File: config.mk
export PLATFORM = sky130hd
export DESIGN_NAME = bounded_doubly_linked_list_core
export DESIGN_NICKNAME = d
export VERILOG_FILES = /design/src/bdll_pkg.sv /design/src/bounded_doubly_linked_list_core.sv /design/src/bdll_ram.sv /design/src/bdll_ctrl.sv /design/src/bdll_dpath.sv
export SDC_FILE = /design/constraint.sdc
export NUM_CORES = 2
export LEC_CHECK = 0
export ABC_CLOCK_PERIOD_IN_PS = 15710
export BUFFER_PORTS_ARGS = -buffer_cell sky130_fd_sc_hd__buf_2
export CORE_UTILIZATION = 50
export CTS_CLUSTER_SIZE = 24
export DETAILED_ROUTE_END_ITERATION = 12
export HOLD_SLACK_MARGIN = 0.03
export PLACE_DENSITY = 0.66
export SLEW_MARGIN = 20
export SYNTH_ARGS = -nofsm -noshare
export SYNTH_HDL_FRONTEND = slang
export SYNTH_HIERARCHICAL = 1
export SYNTH_SLANG_ARGS = --single-unit
File: constraint.sdc
create_clock -name clock -period 15.71 [get_ports clock]
set_input_delay 1.571 -clock clock [delete_from_list [all_inputs] [get_ports clock]]
set_output_delay 1.571 -clock clock [all_outputs]
set_load 0.02 [all_outputs]
File: src/bdll_pkg.sv
// Shared types and codes for the bounded doubly linked list core.
// Used by the controller, the datapath and the top level; no dependencies.
package bdll_pkg;

   localparam int FIELD_WIDTH = 32;
   localparam int MODE_WIDTH = 3;
   localparam int STATUS_WIDTH = 2;
   localparam int COUNT_WIDTH = 7;
   localparam int REQ_DATA_WIDTH = 72;
   localparam int RSP_DATA_WIDTH = 80;

   localparam logic [MODE_WIDTH-1:0] MODE_APPEND = 3'd0;
   localparam logic [MODE_WIDTH-1:0] MODE_PREPEND = 3'd1;
   localparam logic [MODE_WIDTH-1:0] MODE_INSERT_AFTER = 3'd2;
   localparam logic [MODE_WIDTH-1:0] MODE_POP_FRONT = 3'd3;
   localparam logic [MODE_WIDTH-1:0] MODE_POP_BACK = 3'd4;
   localparam logic [MODE_WIDTH-1:0] MODE_DELETE = 3'd5;

   localparam logic [STATUS_WIDTH-1:0] STATUS_OK = 2'd0;
   localparam logic [STATUS_WIDTH-1:0] STATUS_EMPTY = 2'd1;
   localparam logic [STATUS_WIDTH-1:0] STATUS_NOT_FOUND = 2'd2;
   localparam logic [STATUS_WIDTH-1:0] STATUS_FULL = 2'd3;

   typedef enum logic [3:0] {
      CMD_NONE,
      CMD_LOAD,
      CMD_START_ALLOC,
      CMD_START_WALK,
      CMD_STEP,
      CMD_START_UNL_HEAD,
      CMD_START_UNL_TAIL,
      CMD_START_UNL_CUR,
      CMD_UNLINK,
      CMD_UNL_VAL,
      CMD_ALLOC,
      CMD_LINK,
      CMD_FINISH
   } cmd_type;

   typedef struct packed {
      cmd_type                 cmd;
      logic [STATUS_WIDTH-1:0] status;
   } ctrl_type;

   typedef struct packed {
      logic                  empty;
      logic                  full;
      logic                  match;
      logic                  walk_end;
      logic [MODE_WIDTH-1:0] mode;
   } stat_type;

endpackage

File: src/bounded_doubly_linked_list_core.sv
// Bounded doubly linked list core: one request beat in, one response beat out.
// Insert-after and delete walk the list from the head, one node per cycle, and compare
// at most CAPACITY nodes. One operation at a time: a new request is taken only once
// the previous one has finished. Synchronous reset empties the list.
module bounded_doubly_linked_list_core #(
   parameter int CAPACITY = 64,
   parameter int DATA_WIDTH = 32
) (
   input  logic        clock,
   input  logic        reset,
   input  logic        req_tvalid,
   output logic        req_tready,
   input  logic [71:0] req_tdata,  // mode[2:0], key[34:3], value[66:35]
   output logic        rsp_tvalid,
   input  logic        rsp_tready,
   output logic [79:0] rsp_tdata   // status[1:0], count[8:2], head_value[40:9],
                                   // tail_value[72:41], nonempty[73]
);
   import bdll_pkg::*;

   ctrl_type ctrl;
   stat_type stat;
   logic [STATUS_WIDTH-1:0] status;
   logic [COUNT_WIDTH-1:0] count;
   logic signed [FIELD_WIDTH-1:0] head_value, tail_value;
   logic nonempty;

   bdll_ctrl u_ctrl (
      .clock(clock), .reset(reset),
      .req_tvalid(req_tvalid), .req_tready(req_tready),
      .rsp_tvalid(rsp_tvalid), .rsp_tready(rsp_tready),
      .stat(stat), .ctrl(ctrl)
   );

   bdll_dpath #(.CAPACITY(CAPACITY), .DATA_WIDTH(DATA_WIDTH)) u_dpath (
      .clock(clock), .reset(reset), .ctrl(ctrl), .stat(stat),
      .req_mode(req_tdata[2:0]),
      .req_key($signed(req_tdata[34:3])),
      .req_value($signed(req_tdata[66:35])),
      .rsp_status(status), .rsp_count(count),
      .rsp_head_value(head_value), .rsp_tail_value(tail_value),
      .rsp_nonempty(nonempty)
   );

   assign rsp_tdata = {6'd0, nonempty, tail_value, head_value, count, status};

endmodule

File: src/bdll_ram.sv
// Generic single-write, single-read RAM with registered read data.
// No dependencies.
module bdll_ram #(
   parameter int WIDTH = 32,
   parameter int DEPTH = 64
) (
   input  logic                     clock,
   input  logic                     wr_en,
   input  logic [$clog2(DEPTH)-1:0] wr_addr,
   input  logic [WIDTH-1:0]         wr_data,
   input  logic [$clog2(DEPTH)-1:0] rd_addr,
   output logic [WIDTH-1:0]         rd_data
);

   logic [WIDTH-1:0] mem [DEPTH];

   always_ff @(posedge clock) begin
      if (wr_en) begin
         mem[wr_addr] <= wr_data;
      end
      rd_data <= mem[rd_addr];
   end

endmodule

File: src/bdll_ctrl.sv
// Sequencer for the list core: walks each operation through its steps.
// Depends on bdll_pkg; drives commands into bdll_dpath.
module bdll_ctrl (
   input  logic               clock,
   input  logic               reset,
   input  logic               req_tvalid,
   output logic               req_tready,
   output logic               rsp_tvalid,
   input  logic               rsp_tready,
   input  bdll_pkg::stat_type stat,
   output bdll_pkg::ctrl_type ctrl
);
   import bdll_pkg::*;

   typedef enum logic [2:0] {
      ST_IDLE, ST_DISPATCH, ST_WALK, ST_UNL_RD, ST_UNL_VAL, ST_ALLOC, ST_LINK, ST_DONE
   } state_type;

   state_type               state_ff, state_in;
   logic [STATUS_WIDTH-1:0] status_ff, status_in;
   logic                    rsp_valid_ff, rsp_valid_in;
   cmd_type                 cmd;

   always_comb begin
      state_in = state_ff;
      status_in = status_ff;
      cmd = CMD_NONE;
      case (state_ff)
         ST_IDLE: begin
            if (req_tvalid) begin
               cmd = CMD_LOAD;
               state_in = ST_DISPATCH;
            end
         end
         ST_DISPATCH: begin
            status_in = STATUS_OK;
            state_in = ST_DONE;
            case (stat.mode)
               MODE_APPEND, MODE_PREPEND: begin
                  if (stat.full) begin
                     status_in = STATUS_FULL;
                  end else begin
                     cmd = CMD_START_ALLOC;
                     state_in = ST_ALLOC;
                  end
               end
               MODE_INSERT_AFTER, MODE_DELETE: begin
                  if (stat.empty) begin
                     status_in = STATUS_EMPTY;
                  end else begin
                     cmd = CMD_START_WALK;
                     state_in = ST_WALK;
                  end
               end
               MODE_POP_FRONT: begin
                  if (stat.empty) begin
                     status_in = STATUS_EMPTY;
                  end else begin
                     cmd = CMD_START_UNL_HEAD;
                     state_in = ST_UNL_RD;
                  end
               end
               MODE_POP_BACK: begin
                  if (stat.empty) begin
                     status_in = STATUS_EMPTY;
                  end else begin
                     cmd = CMD_START_UNL_TAIL;
                     state_in = ST_UNL_RD;
                  end
               end
               default: ;
            endcase
         end
         ST_WALK: begin
            if (stat.match) begin
               if (stat.mode == MODE_DELETE) begin
                  cmd = CMD_START_UNL_CUR;
                  state_in = ST_UNL_RD;
               end else if (stat.full) begin
                  status_in = STATUS_FULL;
                  state_in = ST_DONE;
               end else begin
                  cmd = CMD_START_ALLOC;
                  state_in = ST_ALLOC;
               end
            end else if (stat.walk_end) begin
               status_in = STATUS_NOT_FOUND;
               state_in = ST_DONE;
            end else begin
               cmd = CMD_STEP;
            end
         end
         ST_UNL_RD: begin
            cmd = CMD_UNLINK;
            state_in = ST_UNL_VAL;
         end
         ST_UNL_VAL: begin
            cmd = CMD_UNL_VAL;
            state_in = ST_DONE;
         end
         ST_ALLOC: begin
            cmd = CMD_ALLOC;
            state_in = ST_LINK;
         end
         ST_LINK: begin
            cmd = CMD_LINK;
            state_in = ST_DONE;
         end
         ST_DONE: begin
            // hold until the previous result beat has left
            if (!rsp_valid_ff || rsp_tready) begin
               cmd = CMD_FINISH;
               state_in = ST_IDLE;
            end
         end
         default: state_in = ST_IDLE;
      endcase
      rsp_valid_in = (rsp_valid_ff && !rsp_tready) || (cmd == CMD_FINISH);
   end

   always_ff @(posedge clock) begin
      if (reset) begin
         state_ff <= ST_IDLE;
         status_ff <= STATUS_OK;
         rsp_valid_ff <= 1'b0;
      end else begin
         state_ff <= state_in;
         status_ff <= status_in;
         rsp_valid_ff <= rsp_valid_in;
      end
   end

   assign req_tready = (state_ff == ST_IDLE);
   assign rsp_tvalid = rsp_valid_ff;
   assign ctrl.cmd = cmd;
   assign ctrl.status = status_ff;

endmodule

File: src/bdll_dpath.sv
// Datapath of the list core: node pool RAMs, free-slot stack, head/tail
// registers and the result register. Depends on bdll_pkg and bdll_ram.
module bdll_dpath #(
   parameter int CAPACITY = 64,
   parameter int DATA_WIDTH = 32
) (
   input  logic                                clock,
   input  logic                                reset,
   input  bdll_pkg::ctrl_type                  ctrl,
   output bdll_pkg::stat_type                  stat,
   input  logic [bdll_pkg::MODE_WIDTH-1:0]     req_mode,
   input  logic signed [bdll_pkg::FIELD_WIDTH-1:0] req_key,
   input  logic signed [bdll_pkg::FIELD_WIDTH-1:0] req_value,
   output logic [bdll_pkg::STATUS_WIDTH-1:0]   rsp_status,
   output logic [bdll_pkg::COUNT_WIDTH-1:0]    rsp_count,
   output logic signed [bdll_pkg::FIELD_WIDTH-1:0] rsp_head_value,
   output logic signed [bdll_pkg::FIELD_WIDTH-1:0] rsp_tail_value,
   output logic                                rsp_nonempty
);
   import bdll_pkg::*;

   localparam int AW = $clog2(CAPACITY);
   localparam int LW = $clog2(CAPACITY + 1);
   localparam logic [LW-1:0] NULL_LINK = LW'(CAPACITY);
   localparam logic [LW-1:0] LAST_STEP = LW'(CAPACITY - 1);

   logic [MODE_WIDTH-1:0] mode_ff, mode_in;
   logic [DATA_WIDTH-1:0] key_ff, key_in, val_ff, val_in;
   logic [LW-1:0] head_ff, head_in, tail_ff, tail_in, cnt_ff, cnt_in;
   logic [LW-1:0] top_ff, top_in, lwm_ff, lwm_in, fidx_ff, fidx_in;
   logic [LW-1:0] cur_ff, cur_in, nxt_ff, nxt_in, victim_ff, victim_in;
   logic [LW-1:0] slot_ff, slot_in, steps_ff, steps_in;
   logic [DATA_WIDTH-1:0] head_val_ff, head_val_in, tail_val_ff, tail_val_in;
   logic pnull_ff, pnull_in, nnull_ff, nnull_in;
   logic [STATUS_WIDTH-1:0] status_ff, status_in;
   logic [COUNT_WIDTH-1:0] count_ff, count_in;
   logic [FIELD_WIDTH-1:0] hv_ff, hv_in, tv_ff, tv_in;
   logic nonempty_ff, nonempty_in;

   logic v_we, n_we, p_we, f_we;
   logic [AW-1:0] v_wa, n_wa, p_wa, f_wa, v_ra, n_ra, p_ra, f_ra;
   logic [DATA_WIDTH-1:0] v_wd, v_rd;
   logic [LW-1:0] n_wd, p_wd, n_rd, p_rd;
   logic [AW-1:0] f_wd, f_rd;

   logic [DATA_WIDTH-1:0] target;
   logic [LW-1:0] free_slot, alloc_slot;
   logic empty;

   assign empty = !(head_ff < NULL_LINK);
   assign target = (mode_ff == MODE_DELETE) ? val_ff : key_ff;
   // slots below the low-water mark still hold their reset order
   assign free_slot = (fidx_ff < lwm_ff) ? (LAST_STEP - fidx_ff) : LW'(f_rd);

   assign stat.empty = empty;
   assign stat.full = (top_ff == '0);
   assign stat.match = (v_rd == target);
   assign stat.walk_end = !(n_rd < NULL_LINK) || (steps_ff == LAST_STEP);
   assign stat.mode = mode_ff;

   always_comb begin
      mode_in = mode_ff; key_in = key_ff; val_in = val_ff;
      head_in = head_ff; tail_in = tail_ff; cnt_in = cnt_ff;
      top_in = top_ff; lwm_in = lwm_ff; fidx_in = fidx_ff;
      cur_in = cur_ff; nxt_in = nxt_ff; victim_in = victim_ff;
      slot_in = slot_ff; steps_in = steps_ff;
      head_val_in = head_val_ff; tail_val_in = tail_val_ff;
      pnull_in = pnull_ff; nnull_in = nnull_ff;
      status_in = status_ff; count_in = count_ff;
      hv_in = hv_ff; tv_in = tv_ff; nonempty_in = nonempty_ff;
      alloc_slot = free_slot;
      v_we = 1'b0; n_we = 1'b0; p_we = 1'b0; f_we = 1'b0;
      v_wa = '0; n_wa = '0; p_wa = '0; f_wa = '0;
      v_wd = val_ff; n_wd = NULL_LINK; p_wd = NULL_LINK; f_wd = '0;
      v_ra = '0; n_ra = '0; p_ra = '0; f_ra = '0;
      case (ctrl.cmd)
         CMD_LOAD: begin
            mode_in = req_mode;
            key_in = DATA_WIDTH'(req_key);
            val_in = DATA_WIDTH'(req_value);
         end
         CMD_START_ALLOC: begin
            nxt_in = n_rd;
            top_in = top_ff - 1'b1;
            fidx_in = top_ff - 1'b1;
            f_ra = top_in[AW-1:0];
         end
         CMD_START_WALK: begin
            cur_in = head_ff;
            steps_in = '0;
            v_ra = head_ff[AW-1:0];
            n_ra = head_ff[AW-1:0];
         end
         CMD_STEP: begin
            cur_in = n_rd;
            steps_in = steps_ff + 1'b1;
            v_ra = n_rd[AW-1:0];
            n_ra = n_rd[AW-1:0];
         end
         CMD_START_UNL_HEAD, CMD_START_UNL_TAIL, CMD_START_UNL_CUR: begin
            if (ctrl.cmd == CMD_START_UNL_HEAD) begin
               victim_in = head_ff;
            end else if (ctrl.cmd == CMD_START_UNL_TAIL) begin
               victim_in = tail_ff;
            end else begin
               victim_in = cur_ff;
            end
            n_ra = victim_in[AW-1:0];
            p_ra = victim_in[AW-1:0];
         end
         CMD_UNLINK: begin
            pnull_in = !(p_rd < NULL_LINK);
            nnull_in = !(n_rd < NULL_LINK);
            if (pnull_in) begin
               head_in = nnull_in ? NULL_LINK : n_rd;
            end else begin
               n_we = 1'b1; n_wa = p_rd[AW-1:0]; n_wd = n_rd;
            end
            if (nnull_in) begin
               tail_in = pnull_in ? NULL_LINK : p_rd;
            end else begin
               p_we = 1'b1; p_wa = n_rd[AW-1:0]; p_wd = p_rd;
            end
            // push the freed slot
            f_we = 1'b1; f_wa = top_ff[AW-1:0]; f_wd = victim_ff[AW-1:0];
            top_in = top_ff + 1'b1;
            if (top_ff < lwm_ff) begin
               lwm_in = top_ff;
            end
            cnt_in = cnt_ff - 1'b1;
            v_ra = pnull_in ? n_rd[AW-1:0] : p_rd[AW-1:0];
         end
         CMD_UNL_VAL: begin
            if (pnull_ff) begin
               head_val_in = v_rd;
            end
            if (nnull_ff) begin
               tail_val_in = v_rd;
            end
         end
         CMD_ALLOC: begin
            slot_in = alloc_slot;
            v_we = 1'b1; v_wa = alloc_slot[AW-1:0]; v_wd = val_ff;
            n_we = 1'b1; n_wa = alloc_slot[AW-1:0];
            p_we = 1'b1; p_wa = alloc_slot[AW-1:0];
            case (mode_ff)
               MODE_APPEND: begin
                  n_wd = NULL_LINK;
                  p_wd = empty ? NULL_LINK : tail_ff;
               end
               MODE_PREPEND: begin
                  n_wd = empty ? NULL_LINK : head_ff;
                  p_wd = NULL_LINK;
               end
               default: begin
                  n_wd = nxt_ff;
                  p_wd = cur_ff;
               end
            endcase
         end
         CMD_LINK: begin
            cnt_in = cnt_ff + 1'b1;
            case (mode_ff)
               MODE_APPEND: begin
                  if (empty) begin
                     head_in = slot_ff; head_val_in = val_ff;
                  end else begin
                     n_we = 1'b1; n_wa = tail_ff[AW-1:0]; n_wd = slot_ff;
                  end
                  tail_in = slot_ff; tail_val_in = val_ff;
               end
               MODE_PREPEND: begin
                  if (empty) begin
                     tail_in = slot_ff; tail_val_in = val_ff;
                  end else begin
                     p_we = 1'b1; p_wa = head_ff[AW-1:0]; p_wd = slot_ff;
                  end
                  head_in = slot_ff; head_val_in = val_ff;
               end
               default: begin
                  n_we = 1'b1; n_wa = cur_ff[AW-1:0]; n_wd = slot_ff;
                  if (nxt_ff < NULL_LINK) begin
                     p_we = 1'b1; p_wa = nxt_ff[AW-1:0]; p_wd = slot_ff;
                  end else begin
                     tail_in = slot_ff; tail_val_in = val_ff;
                  end
               end
            endcase
         end
         CMD_FINISH: begin
            status_in = ctrl.status;
            count_in = COUNT_WIDTH'(cnt_ff);
            nonempty_in = (head_ff < NULL_LINK) && (tail_ff < NULL_LINK);
            hv_in = nonempty_in ? FIELD_WIDTH'(head_val_ff) : '0;
            tv_in = nonempty_in ? FIELD_WIDTH'(tail_val_ff) : '0;
         end
         default: ;
      endcase
   end

   always_ff @(posedge clock) begin
      if (reset) begin
         head_ff <= NULL_LINK;
         tail_ff <= NULL_LINK;
         cnt_ff <= '0;
         top_ff <= NULL_LINK;
         lwm_ff <= NULL_LINK;
      end else begin
         head_ff <= head_in;
         tail_ff <= tail_in;
         cnt_ff <= cnt_in;
         top_ff <= top_in;
         lwm_ff <= lwm_in;
      end
      mode_ff <= mode_in; key_ff <= key_in; val_ff <= val_in;
      fidx_ff <= fidx_in; cur_ff <= cur_in; nxt_ff <= nxt_in;
      victim_ff <= victim_in; slot_ff <= slot_in; steps_ff <= steps_in;
      head_val_ff <= head_val_in; tail_val_ff <= tail_val_in;
      pnull_ff <= pnull_in; nnull_ff <= nnull_in;
      status_ff <= status_in; count_ff <= count_in;
      hv_ff <= hv_in; tv_ff <= tv_in; nonempty_ff <= nonempty_in;
   end

   bdll_ram #(.WIDTH(DATA_WIDTH), .DEPTH(CAPACITY)) u_value_ram (
      .clock(clock), .wr_en(v_we), .wr_addr(v_wa), .wr_data(v_wd),
      .rd_addr(v_ra), .rd_data(v_rd)
   );

   bdll_ram #(.WIDTH(LW), .DEPTH(CAPACITY)) u_next_ram (
      .clock(clock), .wr_en(n_we), .wr_addr(n_wa), .wr_data(n_wd),
      .rd_addr(n_ra), .rd_data(n_rd)
   );

   bdll_ram #(.WIDTH(LW), .DEPTH(CAPACITY)) u_prev_ram (
      .clock(clock), .wr_en(p_we), .wr_addr(p_wa), .wr_data(p_wd),
      .rd_addr(p_ra), .rd_data(p_rd)
   );

   bdll_ram #(.WIDTH(AW), .DEPTH(CAPACITY)) u_free_ram (
      .clock(clock), .wr_en(f_we), .wr_addr(f_wa), .wr_data(f_wd),
      .rd_addr(f_ra), .rd_data(f_rd)
   );

   assign rsp_status = status_ff;
   assign rsp_count = count_ff;
   assign rsp_head_value = hv_ff;
   assign rsp_tail_value = tv_ff;
   assign rsp_nonempty = nonempty_ff;

endmodule

# Yosys cells after proc, flatten, opt, wreduce, memory -nomap -nowiden
# Memories as Yosys holds them, arrays and structs flattened. A register that Yosys moved wholly into a read port is not among the register bits.
# Index checks and enable logic that the tools add are counted.
# classes
n_lt_le_gt_ge,7
reduce_logical,30
addsub,6
n_mux,102
eq_ne,39
# ops
operator,count
case mux 32 bit (2 select lines),4
case mux 7 bit (2 select lines),12
two-way mux 32 bit,5
two-way mux 6 bit,14
two-way mux 7 bit,12
case mux 6 bit (3 select lines),4
case mux 7 bit (3 select lines),2
"< comparator 7 bit, second input constant",5
== test 32 bit,1
case mux 4 bit (8 select lines),1
two-way mux 3 bit,10
case mux 6 bit (2 select lines),2
"adder 7 x 1 -> 7 bit, second input constant",3
case mux 3 bit (7 select lines),1
"== test 4 bit, second input constant",5
AND reduction 4 bit,5
"== test 3 bit, second input constant",6
"!= test 3 bit, second input constant",6
"== test 4 x 3 -> 1 bit, second input constant",4
two-way mux 1 bit,16
two-way mux 2 bit,8
case mux 4 bit (4 select lines),1
< comparator 7 bit,2
"subtractor 7 x 1 -> 7 bit, second input constant",2
other kinds (25),53
# totals
register_bits,289
elab_cells,215
n_memories,4
output_inout_bits,82
ramBits,3328
in_bits,76
# mem_list
name,depth,word_bits,read_ports,rd_ports_with_merged_regs,write_ports,line,text
u_dpath.u_value_ram.mem,64,32,1,1,1,bdll_ram.sv:15,logic [WIDTH-1:0] mem [DEPTH];
u_dpath.u_next_ram.mem,64,7,1,1,1,bdll_ram.sv:15,
u_dpath.u_prev_ram.mem,64,7,1,1,1,bdll_ram.sv:15,
u_dpath.u_free_ram.mem,64,6,1,1,1,bdll_ram.sv:15,

# Longest topological paths before layout
# logic_depth
word_depth,10
ltp_mapped,30

# Modules after synthesis
# The synthesis kept the hierarchy.
# modules_own_cells
module,cells_per_inst,area_each_um2,n_inst
bdll_ram (u_dpath.u_value_ram),3324,78515.3,1
bdll_ram (u_dpath.u_next_ram ...),827,17635.7,2
bdll_ram (u_dpath.u_free_ram),729,15205.8,1
bdll_dpath,1093,12990.0,1
bdll_ctrl,90,630.6,1
bounded_doubly_linked_list_core,8,56.3,1

# Worst setup path before layout
# No wires, ideal clock.
# synth_timing
kind,reg-to-reg
from,"reg u_dpath.val_ff[24], in the netlist u_dpath/v_wd[24]"
to,mem u_dpath.u_value_ram.mem[49][0] (enable)
setup_time_ns,0.461
n_path_buf,3
stages_incl_launch_ff,19
arrival_ns,6.874
path_slack_ns,8.375
cell_sequence,edfxtp_1 inv_1 a222oi_1 nand4_1 a2111oi_0 and4_1 nor2b_1 o21ai_1 a32oi_1 a31o_1 buf_2 nor2b_1 nand2_1 inv_1 buf_2 buf_1 nor2b_1 nand4_1 nor3_1
# synth_lines
item,line,text
start: declaration,bdll_dpath.sv:28,"logic [DATA_WIDTH-1:0] key_ff, key_in, val_ff, val_in;"
start signal: assignment,bdll_dpath.sv:215,mode_ff <= mode_in; key_ff <= key_in; val_ff <= val_in;
end: declaration,bdll_ram.sv:15,

==> reports/summary.md <==
The net count of the finished layout is 7323. The run gives 44.8% as the fraction of power consumed by sequential logic. The worst hold path begins at u_ctrl/status_ff[1]. The element type at the critical path start is a flop. The logs give 0 for the final number of max-transition violations and 8 for the first-pass iteration count of the detailed router. TritonCTS built the clock tree.

The worst setup path is captured at a flop. The buffer levels on the longest clock path is 4, and the maximum clock skew at final layout is 80.25 ps. The logs give 6 for the number of warnings reported in the yosys synthesis log and 0 for the total of cells resized after clock tree synthesis.

Across all register-to-register paths, the minimum setup slack is 5860 ps. The clock buffer count from CTS was 362; the floorplan die height was 536.2 um. Global routing used 24.65% of the available tracks across all layers. In the final timing run, aggregate negative setup slack is 0 ps. In this run the static leakage power is 48.98 nW. Global routing finished with a remaining overflow of 0. The run gives 900 ps as the insertion delay of the later-clocked pin in the worst-skew pair.

In the final layout, the share of cells above drive strength 1 is 24.54%. Entering global routing, the biggest net connects 99 pins. The floorplan step defined a die boundary enclosing 287500 um^2. In this run, post-CTS hold repair placed 0 buffers.

In this run the number of H-tree levels came out at 5. Among all flip-flop cells after synthesis, the most frequent one is edfxtp_1. Power density of the placed cells: 174.1 nW/um^2. In the layout the commonest cells are edfxtp_1, mux4_2, clkbuf_16. For the pin with the worst max-slew slack, the measured transition is 1117 ps.

Slowest cell on the critical path: o22ai_1. The checks that failed: antenna violations. The synthesized design contains 3576 enable-type register cells. The remaining number of nets flagged by the antenna check after routing was 1. The run finished, with violations left. The share of synthesized cell area in full adder, half adder and majority cells works out to 0.2157%.

Of the available clock period, the critical path in the final layout requires 62.68%. After detailed routing, the total wire length is 355600 um. Synthesis instantiated 92 different standard cells from the library. The run gives 6898 as the cell count after synthesis.

The count of pins on the block boundary is 158. The first-pass GRT wire length is 505200 um. The design internal power is 0.01931 W. Routability-driven placement finished with a final weighted congestion of 0.8985. The tools report the highest clock rate as 101.6 MHz. The area growth from synthesis to layout is 12.13%.

After synthesis, the mean cell area works out to 20.68 um^2. The clock share of power was 30.4%; the share of the synthesized area in the top cell type was 75.27%. The floorplan die width is 536.2 um. In this run the critical register-to-register path is captured at u_dpath/u_value_ram/rd_data[16]. For this run, the register share of the synthesized area comes to 76.57%. The path depth of the worst reg2reg path is 23. Setup repair after global routing left no endpoint under its margin. The tools report the final hold violation count as 0. The initial utilization of the core area, before any placement, comes to 50.41%. The synthesized netlist devotes 0.2947% of its cell area to XOR and XNOR gates.

The final count of negative-setup-slack endpoints was 0; the core area was 283000 um^2. For this block, the initial DRC count from the detailed router was 8205. The multiplexer area fraction after synthesis came out at 14.94%.

For the via count of the routed design, the log shows 71140. edfxtp_1 takes more of the synthesized area than any other cell. Summing the areas of all compound-gate instances in the mapped netlist gives 2.877% of the synthesized area. The largest fanout on the critical path was 86; the data required time at the worst endpoint was 16450 ps.

The count of buffers added on input and output ports is 146. The smallest clock period supported by the final layout is computed as 9847 ps. After detailed routing, the average wire length per cell comes to 31.57 um. The worst supply voltage drop on vdd was 0.2227 mV. The source of the critical timing path is u_dpath/v_wd[0].

Once the clock tree was built, the setup fixing pass inserted 0 buffers. The worst setup path endpoint is u_dpath/u_value_ram/rd_data[16]. In this run the core area contains 195 standard-cell rows. The critical path goes through buf_4 > xor2_1 > nor4_2 > nand4_1 > a2111oi_0 > and4_1 > and4b_4 > nor2_1 > o31a_1 > o22ai_1 > nor2b_4 > nand2_1 > inv_2 > nand2_1 > nand2_1 > a222oi_1 > inv_8 > buf_12 > buf_12 > mux4_2 > mux4_2 > o22ai_1 > nor2_1. The tools report the portion of total power attributed to combinational logic as 24.8%. The HPWL after detailed placement is 205400 um. By area the synthesized netlist is led by edfxtp_1, mux4_2, dfxtp_1. The biggest cell delay along the critical path was 720 ps; the total net switching power was 0.008545 W. Of the total synthesized cell area, the portion taken by AND, OR, NAND and NOR gates is 3.550%. In this run the tightest slew margin relative to its limit is 25.53%. The tools report the arrival time at the worst endpoint as 10590 ps. Net switching is 30.67% of the power. Across the run, the number of max-cap violations was 0.

The cell repeated most along the worst path is nand2_1. The number of antenna violations at the first check in global routing is 25, and the overall power is 0.02786 W. The synthesized netlist occupies a cell area of 142700 um^2. Category of the most critical setup path: reg2reg.

The most common library cell in the layout ignoring fill and taps is edfxtp_1. Counting flops and latches in the post-synthesis netlist gives 3669. In the routed design, unresolved DRC markers number 0. The dominant combinational cell family by area after synthesis is multiplexers.

The number of vias per cell was 6.317. For this run, asynchronously set or reset flops after synthesis account for 0%. For the count of clock tree sinks, the log shows 3669. The cell sitting at the root of the clock tree is a clkbuf_16. The tools report the number of global-route vias before repair as 70750. The startpoint identified for the worst register-to-register timing path is u_dpath/v_wd[0].

The clock input transition at the sequential cells of the worst setup and hold paths came out at 60 ps. The path class of the tightest hold or removal check is reg2reg.
[flip-flops by register name, indices dropped and copies added (netlist names), 32 cells and up]
register / cells
u_dpath/tail_val_ff: 32
u_dpath/u_next_ram/mem: 448
u_dpath/u_value_ram/mem: 2048
u_dpath/u_prev_ram/mem: 448
u_dpath/u_value_ram/rd_data: 32
u_dpath/head_val_ff: 32
u_dpath/rsp_tail_value: 32
u_dpath/key_ff: 32
u_dpath/u_free_ram/mem: 384
u_dpath/rsp_head_value: 32
u_dpath/v_wd: 32
[power by group through the flow]
| stage | clock network (W) | logic [W] | registers [W] |
|---|---|---|---|
| 2_1_floorplan | 0 | 0.00395 | 0.0129 |
| 3_3_place_gp | 0 | 0.00671 | 0.0127 |
| 3_5_place_dp | 0 | 0.00684 | 0.0127 |
| 4_1_cts | 0.00857 | 0.00687 | 0.0125 |
| 5_1_grt | 0.00892 | 0.00723 | 0.0125 |
| 6_report | 0.00846 | 0.00691 | 0.0125 |
[synthesized netlist by cell type (all sizes together), types with 51 or more instances]
cell type and instances:
o221ai 52, o22ai 133, and2 78, a22oi 51
edfxtp 3576, inv 69, nand3 55, a21oi 118
mux4 871, nand2 257, dfxtp 93, nor2 439
mux2i 164, o21ai 56, clkbuf 161, buf 220
[area by class of cell]
cell class | instances | area (um^2)
clock buffers | 474 | 9801
repair buffers | 337 | 2260
fillers | 20720 | 123000
well taps | 3743 | 4683
inverters | 69 | 286.5
diodes | 12 | 30.03
flip-flops and latches | 3669 | 109200
multi-input cells | 2784 | 31940
clock inverters | 174 | 1729
[how the worst min path moves through the flow]
| stage | to | slack, ps | cells past startpoint |
|---|---|---|---|
| finish | u_dpath/rsp_status[1] | 440 | 0 |
| global route | u_dpath/rsp_status[1] | 450 | 0 |
| CTS | u_dpath/rsp_status[1] | 440 | 0 |
| detailed placement | u_dpath/rsp_status[1] | 420 | 0 |
| global placement | u_dpath/rsp_status[1] | 420 | 0 |
| floorplan | u_dpath/rsp_status[1] | 410 | 0 |
[layer usage]
layer,vias to the layer above,share of wire (%),track usage [%]
met2,3372,48,39.83
met1,37900,38,33.45
li1,29200,-,-
met4,6,4.6,10.07
met5,-,0.012,0
met3,662,8.7,4.350
[per-stage QoR]
stage / hold slack (ps) / worst slack (ps) / utilization [%] / area [um^2] / instances
floorplan: 409.0 / 8375 / - / 142700 / 6903
global route: 452.4 / 5261 / 56.52 / 160000 / 11250
detailed placement: 421.9 / 5796 / 52.41 / 148300 / 10600
global placement: 423.9 / 5907 / 52.40 / 148300 / 10600
CTS: 435.5 / 5769 / 56.48 / 159900 / 11250
finish: 436.1 / 5863 / 56.53 / 160000 / 11260
[critical path, delay by kind of cell (launching register included)]
family,cells,cell delay (ps)
AOI/OAI and AO/OA,5,2740
xor gates and xnor gates,1,190
buffers and inverters,5,2040
DFF,1,340
muxes,2,1250
and+or+nand+nor,10,2560
[cells by family after synthesis]
family	count (synthesis)
muxes	1040
buffers and inverters	450
other	1
AOI/OAI and AO/OA	587
DFF	3669
xor gates and xnor gates	48
adders and majority gates	24
and+or+nand+nor	1079
Note: power is estimated with default switching activity, not from simulation.
